## config.mk

```make
export PLATFORM = sky130hd
export DESIGN_NAME = tufn_fifo
export DESIGN_NICKNAME = d
export VERILOG_FILES = /design/src/tufn_fifo.sv
export SDC_FILE = /design/constraint.sdc
export NUM_CORES = 1
export LEC_CHECK = 0
export ABC_AREA = 1
export BUFFER_PORTS_ARGS = -buffer_cell sky130_fd_sc_hd__buf_4
export CORE_MARGIN = 2
export CORE_UTILIZATION = 40
export DETAILED_ROUTE_END_ITERATION = 12
export GPL_ROUTABILITY_DRIVEN = 0
export GPL_TIMING_DRIVEN = 0
export HOLD_SLACK_MARGIN = 0.15
export MAX_ROUTING_LAYER = met4
export PLACE_DENSITY = 0.62
export SYNTH_ARGS = -nofsm -noshare
export SYNTH_HDL_FRONTEND = slang
export SYNTH_SLANG_ARGS = --single-unit
```

## constraint.sdc

```tcl
create_clock -name clk -period 2 [get_ports clk]
set_input_delay 0.1 -clock clk [delete_from_list [all_inputs] [get_ports clk]]
set_output_delay 0.1 -clock clk [all_outputs]
set_load 0.01 [all_outputs]
```

## src/tufn_fifo.sv

```systemverilog
module tufn_fifo #(
    parameter int unsigned WIDTH = 8,
    parameter int unsigned DEPTH = 4
) (
    input  logic             clk,
    input  logic             rst_n,
    input  logic             push,
    input  logic [WIDTH-1:0] wdata,
    output logic             full,
    input  logic             pop,
    output logic [WIDTH-1:0] rdata,
    output logic             empty
);

    localparam int unsigned AW = (DEPTH > 1) ? $clog2(DEPTH) : 1;

    logic [WIDTH-1:0] mem_reg [0:DEPTH-1];
    logic [AW:0]      wr_ptr_reg;
    logic [AW:0]      rd_ptr_reg;
    logic             do_push;
    logic             do_pop;

    assign empty   = (wr_ptr_reg == rd_ptr_reg);
    assign full    = (wr_ptr_reg[AW-1:0] == rd_ptr_reg[AW-1:0])
                     && (wr_ptr_reg[AW] != rd_ptr_reg[AW]);
    assign do_push = push && !full;
    assign do_pop  = pop && !empty;
    assign rdata   = mem_reg[rd_ptr_reg[AW-1:0]];

    // Pointers
    always_ff @(posedge clk or negedge rst_n)
    begin
        if (!rst_n)
        begin
            wr_ptr_reg <= '0;
            rd_ptr_reg <= '0;
        end
        else
        begin
            if (do_push)
            begin
                wr_ptr_reg <= wr_ptr_reg + 1'b1;
            end
            if (do_pop)
            begin
                rd_ptr_reg <= rd_ptr_reg + 1'b1;
            end
        end
    end

    // Storage
    always_ff @(posedge clk)
    begin
        if (do_push)
        begin
            mem_reg[wr_ptr_reg[AW-1:0]] <= wdata;
        end
    end

endmodule

```

# [Yosys cells after proc, flatten, opt, wreduce, memory -nomap -nowiden]
# Memories as Yosys holds them, arrays and structs flattened.
# Index checks and enable logic that the tools add are counted.
[word_totals] reg_bits=6 ram_bits=32 inputBits=12 out_inout_bits=10 word_cells=15 n_memories=1
[memory_table] name="mem_reg" depth=4 word_bits=8 rd=1 rd_ports_with_merged_regs=0 write_ports=1 line="17" rtl="logic [WIDTH-1:0] mem_reg [0:DEPTH-1];"
[classes] n_addsub=2 eq_ne=3 n_mux=2 reduce_logical=5
[op_table] cell="3-bit by 1-bit adder with 3-bit output (second input constant)" count=2
[op_table] cell="3-bit equality test" count=1
[op_table] cell="1-bit logical AND" count=3
[op_table] cell="2-bit equality test" count=1
[op_table] cell="1-bit logical NOT" count=2
[op_table] cell="1-bit two-way mux" count=2
[op_table] cell="1-bit inequality test" count=1

# [Depth between registers and ports, before layout]
# Gate-level depths: netlist (run 1).
[depth] depth_word=6 mapped_depth=8 depth_no_buf=7

# [Worst setup path after synthesis (run 1)]
# Ideal clock, no wire load.
[synth_timing] kind="register -> register" startpoint="reg rd_ptr_reg[1]" endpoint="mem mem_reg[1][0], enable pin" setup_ns=0.371 arrival_time_ns=1.192 required_ns=1.629 setup_slack_ns=0.437 stages_incl_launch_ff=7 n_path_buf=1 synth_period_minus_slack_ns=1.563 cell_sequence="dfrtp_1 > buf_6 > nand2_2 > nand2_4 > nand3_4 > nand2_4 > nor2_1"
[synth_via] elab_chain_len=6
[synth_lines] element="start: declaration" line="19" rtl="logic [AW:0] rd_ptr_reg;"
[synth_lines] element="start signal: assignment" line="46" rtl="rd_ptr_reg <= rd_ptr_reg + 1'b1;"
[synth_lines] element="2-bit equality test" line="24" rtl="assign full = (wr_ptr_reg[AW-1:0] == rd_ptr_reg[AW-1:0])"
[synth_lines] element="1-bit logical AND" line="25" rtl="&& (wr_ptr_reg[AW] != rd_ptr_reg[AW]);"
[synth_lines] element="1-bit logical NOT" line="26" rtl="assign do_push = push && !full;"
[synth_lines] element="1-bit logical AND" line="26"
[synth_lines] element="1-bit two-way mux" line="54" rtl="if (do_push)"
[synth_lines] element="1-bit two-way mux (implied by the code)" line="56" rtl="mem_reg[wr_ptr_reg[AW-1:0]] <= wdata;"
[synth_lines] element="end: declaration" line="17"
# No other way between the ends.

# [Worst setup path after layout (run 1)]
[layout_timing] startpoint="reg wr_ptr_reg[1]" endpoint="mem mem_reg[2][1], enable pin"
[layout_via] elab_chain_len=6
[layout_lines] element="start: declaration" line="18" rtl="logic [AW:0] wr_ptr_reg;"
[layout_lines] element="start signal: assignment" line="42" rtl="wr_ptr_reg <= wr_ptr_reg + 1'b1;"
[layout_lines] element="2-bit equality test" line="24"
[layout_lines] element="1-bit logical AND" line="25"
[layout_lines] element="1-bit logical NOT" line="26"
[layout_lines] element="1-bit logical AND" line="26"
[layout_lines] element="1-bit two-way mux" line="54"
[layout_lines] element="1-bit two-way mux (implied by the code)" line="56"
# Parallel ways exist; a longest one is shown, timed or not.

==> results of run 1 <==
## path summary, 6_finish.rpt
check / to / slack (ns) / cells past startpoint
max: mem_reg[2][1] / 0.11 / 6
min: rd_ptr_reg[0] / 0.15 / 2
max reg2reg: mem_reg[2][1] / 0.11 / 6
min reg2reg: wr_ptr_reg[2] / 0.53 / 2
max in group asynchronous: wr_ptr_reg[1] / 1.73 / 2
min in group clk: wr_ptr_reg[2] / 0.53 / 2
## critical path, delay by kind of cell, from the launching register on
kind | cells | cell delay, ns
simple gates | 5 | 0.98
buf+inv | 1 | 0.11
flops | 1 | 0.44
## logic make-up after synthesis
logic type | count (synthesis) | synth area share
buffers and inverters | 17 | 0.0518
XOR/XNOR | 1 | 0.00525
adder cells (fa/ha/maj) | 5 | 0.0375
AO/OA/AOI/OAI | 24 | 0.0780
flip-flops | 38 | 0.666
AND/OR/NAND/NOR | 55 | 0.161
## placed cells by master, fill, tap and decap left out
master / instances
inv_1: 11
clkinv_1: 1
nand2_4: 4
buf_4: 22
bufinv_16: 1
inv_4: 1
buf_6: 2
o21ai_0: 16
edfxtp_1: 32
nand2_1: 22
o22ai_1: 8
nand3_2: 1
xor2_1: 1
dlygate4sd3_1: 11
ha_1: 5
nand3_1: 6
inv_2: 1
nand3_4: 1
buf_2: 1
clkbuf_8: 5
nor2_1: 18
dfrtp_1: 6
nand2_2: 2
nor2_2: 1
## per-layer routing
layer | track usage | vias up | wire length [um]
met4 | 0.0700 | 0 | 51
met2 | 0.263 | 24 | 1700
met1 | 0.216 | 557 | 1550
li1 | - | 558 | -
met5 | - | - | 0
met3 | 0.0438 | 6 | 120
## layout make-up
class                   count  area share
plain buffers               4      0.0167
clock buffers               5      0.0327
clock inverters             2      0.0161
inverters                  13      0.0244
multi-input cells          85       0.225
flip-flops and latches     38       0.528
well taps                  50      0.0297
repair buffers             32       0.127
## metrics by stage
step	TNS [ns]	hold slack (ns)	utilization	instances
after floorplan	0	-0.196	-	140
after global placement	0	-0.0883	0.472	211
after detailed placement	0	-0.0868	0.472	211
after CTS	0	0.151	0.525	229
after global routing	-0.265	0.165	0.526	229
final	0	0.155	0.526	229
## power breakdown
part | internal, W | switching (W) | leakage (nW)
clock network | 0.000360 | 0.000261 | 0.0517
logic | 0.000524 | 0.000803 | 0.458
registers | 0.00107 | 0.0000961 | 0.367
## timing repair
action,4_1_cts,5_1_grt
endpoints found under the setup margin,0,24
buffers inserted,0,0
hold endpoints to repair,43,0
gates resized for setup,0,1
hold buffers,11,0
==> metrics.csv, run 1 <==
metric,value,unit
tightestPinTransition,0.771,ns
io_buffers,21,
grt_pass1_vias,1107,
yosys.area.top_type_share,0.576,
design_area,0.00210,mm^2
start_util,0.417,
seq_area_frac_synth,0.666,
synth.area.top_cells,"edfxtp_1 (58%), dfrtp_1 (9.0%), nand2_1 (5.0%), o21ai_0 (4.8%), nor2_1 (4.3%)",
rsz0062_at_grt,true,
layout-drive-gt1-share,0.235,
dp_hpwl,2130,um
crit_path_cell_trace,"inv_1, nand2_1, nand2_4, nand3_4, nand2_4, nor2_1",
nets,196,
place_area,0.00189,mm^2
syn_area,0.00167,mm^2
multi_input_area,473,um^2
grt_pass1_wl,5350,um
numCtsBuffers,5,
slowest_stage,nor2_1,
max_freq,528,MHz
crit_path_max_fanout,8,
p_total,0.00311,W
seq_area,0.00111,mm^2
grt.overflow.total,0,
wl_per_cell,14.9,um
synthArstFlopShare,0.158,
period_minus_slack,1.89,ns
syn_nets,157,
synth_edf_count,32,
post-place-ws,0.0763,ns
ys.flop_type,edfxtp_1,
htree_num_levels,2,
synth_common_cells,"edfxtp_1 (32), nand2_1 (22), nor2_1 (19)",
tritoncts,built,
die_y,68.6,um
grt_max_degree,12,
cp_common_cell,nand2_4,
num_io_pins,22,
fillers,349,
crit_path_max_incr_delay,0.59,ns
slew_viol_final,0,
slew_headroom,0.484,
synth-seq-cells,38,
cts-root-buf,clkbuf_8,
synth_top_area_cell,edfxtp_1,
fin_crit_sh,0.946,
cellLeakagePower,0.877,nW
drt_wl_total,3420,um
largest_reg_flops,32,
cp.arrival,1.81,ns
antenna_found_initial,0,
insertion_delay,0.29,ns
cellPowerDensity,1480,mW/mm^2
yosys_warnings,0,
path_class,reg -> reg,
viasPerCell,5.00,
hold_violations,0,
synth.most_common_cell,edfxtp_1,
start_kind,flip-flop,
synth_cell_types,19,
worst_hold_path_type,in -> async,
status,finished clean,
maxCapViolCount,0,
fin_worst_skew,0.00378,ns
syn_to_final_growth,26.1,%
grt_usage,0.171,
drc,0,
n_antenna_cell,0,
setup_viol,0,
synth.avg_cell_area,11.9,um^2
ir_drop,0.736,mV
die_w,68.6,um
num_vias,1145,
syn_inst,140,
rows,23,
core,0.00400,mm^2
r2r_start,wr_ptr_reg[1],
cp-end-kind,flip-flop,
startpoint,wr_ptr_reg[1],
dr.pass1.iters,4,
setup_ws,0.107,ns
ant_nets,0,
crit_required,1.92,ns
path_clk_slew,0.07,ns
die-area,0.00470,mm^2
cts_sinks,38,
drtIter0Drc,47,
clockBufferDepth,2,
(Power assumes the default switching activity.)
==> run 2, diff against run 1 <==
- CORE_MARGIN: 2 -> not set
==> metrics.csv, run 2 (same netlist as run 1, synthesis figures left out) <==
metric,value,unit,change
slew_viol_final,0,,unchanged
insertion_delay,0.29,ns,about the same
die_w,66.6,um,was 68.6 um
syn_to_final_growth,29.1,%,was 26.1%
crit_path_cell_trace,"inv_1, nand2_1, nand2_4, nand3_4, nand2_4, nor2_2",,"was inv_1, nand2_1, nand2_4, nand3_4, nand2_4, nor2_1"
layout_common_cells,"edfxtp_1 (32), buf_4 (22), nand2_1 (22), nor2_1 (16), o21ai_0 (16)",,"was edfxtp_1 (32), buf_4 (22), nand2_1 (22), nor2_1 (18), o21ai_0 (16)"
grt_pass1_vias,1193,,was 1107
num_io_pins,22,,unchanged
r2r_setup_slack,0.29,ns,was 0.11 ns
fin_worst_skew,0.00490,ns,was 0.00378 ns
crit_path_max_fanout,8,,unchanged
n_antenna_cell,0,,unchanged
status,finished clean,,unchanged
fillers,351,,was 349
core,0.00400,mm^2,unchanged
start_kind,flip-flop,,unchanged
tritoncts,built,,unchanged
p_total,0.00328,W,was 0.00311 W
worst_hold_path_type,reg -> reg,,was in -> async
viasPerCell,4.83,,was 5.00
num_vias,1116,,was 1145
rsz0062_at_grt,false,,was true
clockBufferDepth,2,,unchanged
cp-end-kind,flip-flop,,unchanged
layout-drive-gt1-share,0.254,,was 0.235
setup_viol,0,,unchanged
grt_pass1_wl,5470,um,was 5350 um
cts_setup_buffers,0,,unchanged
grt_usage,0.181,,was 0.171
cp.arrival,1.64,ns,was 1.81 ns
hold_violations,0,,unchanged
drtIter0Drc,37,,was 47
start_util,0.417,,unchanged
crit_path_max_incr_delay,0.45,ns,was 0.59 ns
cts-root-buf,clkbuf_8,,unchanged
dp_hpwl,2140,um,was 2130 um
dr.pass1.iters,6,,was 4
fin_crit_sh,0.856,,was 0.946
grt_max_degree,14,,was 12
largest_reg_flops,32,,unchanged
slew_headroom,0.660,,was 0.484
ant_nets,0,,unchanged
drt_wl_total,3390,um,was 3420 um
cellLeakagePower,0.898,nW,was 0.877 nW
nets,197,,was 196
path_class,reg -> reg,,unchanged
drc,0,,unchanged
cts_sinks,38,,unchanged
cp_common_cell,nand2_4,,unchanged
max_freq,584,MHz,was 528 MHz
ir_drop,0.735,mV,was 0.736 mV
path_clk_slew,0.07,ns,about the same
slowest_stage,dfrtp_1,,was nor2_1
cellPowerDensity,1520,mW/mm^2,was 1480 mW/mm^2
crit_required,1.93,ns,was 1.92 ns
antenna_found_initial,0,,unchanged
numCtsBuffers,5,,unchanged
htree_num_levels,2,,unchanged
maxCapViolCount,0,,unchanged
period_minus_slack,1.71,ns,was 1.89 ns
layout_commonest_cell,edfxtp_1,,unchanged
grt.overflow.total,0,,unchanged
rows,23,,unchanged
io_buffers,21,,unchanged
tns,0,ns,unchanged
die-area,0.00443,mm^2,was 0.00470 mm^2
die_y,66.6,um,was 68.6 um
wl_per_cell,14.7,um,was 14.9 um
tightestPinTransition,0.510,ns,was 0.771 ns
==> run 2: changes by cell type in the layout (fill, tap and decap cells not counted), sizes merged <==
cell / change
bufinv: +1
dlygate4sd3: +1
==> run 2: path summary, 6_finish.rpt <==
| kind | startpoint | end | cells after the start |
|---|---|---|---|
| setup / recovery | wr_ptr_reg[1] | mem_reg[0][3] | 6 |
| hold / removal | wr_ptr_reg[2] | wr_ptr_reg[2] | 2 |
| setup reg to reg | wr_ptr_reg[1] | mem_reg[0][3] | 6 |
| hold reg to reg | wr_ptr_reg[2] | wr_ptr_reg[2] | 2 |
| max in group asynchronous | rst_n | wr_ptr_reg[0] | 3 |
| min in group asynchronous | rst_n | rd_ptr_reg[2] | 3 |
==> run 2: report_power, final <==
group          switching [W]  internal (W)
sequential         0.0000996       0.00107
clock               0.000284      0.000500
combinational       0.000800      0.000527
==> run 2: repair_timing <==
item / in CTS / in global routing
gates resized for setup: 0 / 3
hold buffers: 12 / 0
endpoints found under the hold margin: 43 / 0
endpoints found under the setup margin: 0 / 16
==> run 2: layer usage <==
| layer | global-route usage | routed length, um | part of all wire |
|---|---|---|---|
| met4 | 0.0824 | 51 | 0.015 |
| met1 | 0.206 | 1520 | 0.45 |
| met3 | 0.0531 | 124 | 0.037 |
| met5 | - | 0 | 0 |
| met2 | 0.294 | 1700 | 0.50 |
==> run 2: layout make-up <==
| type | instances | area (um^2) | area share |
|---|---|---|---|
| buffer | 4 | 35.0 | 0.0163 |
| clock buffer | 5 | 68.8 | 0.0320 |
| clock inverter | 3 | 68.8 | 0.0320 |
| inverter | 13 | 51.3 | 0.0238 |
| multi-input combinational | 85 | 478 | 0.222 |
| sequential | 38 | 1110 | 0.516 |
| tap | 50 | 62.6 | 0.0291 |
| timing repair buffer | 33 | 278 | 0.129 |
==> run 2: worst max-delay path, delay by kind of cell (launching register included) <==
family / cells / cell delay (ns)
buffers and inverters: 1 / 0.11
AND/OR/NAND/NOR: 5 / 0.79
flip-flops: 1 / 0.45
==> run 2: per-stage QoR <==
step	util	hold WS, ns	cells	worst slack, ns	area (um^2)
global route	0.538	0.543	231	0.192	2150
floorplan	-	-0.196	140	0.437	1670
CTS	0.536	0.539	231	0.0384	2150
detailed placement	0.472	-0.0836	211	0.0466	1890
global placement	0.472	-0.0881	211	0.112	1890
finish	0.538	0.552	231	0.288	2150
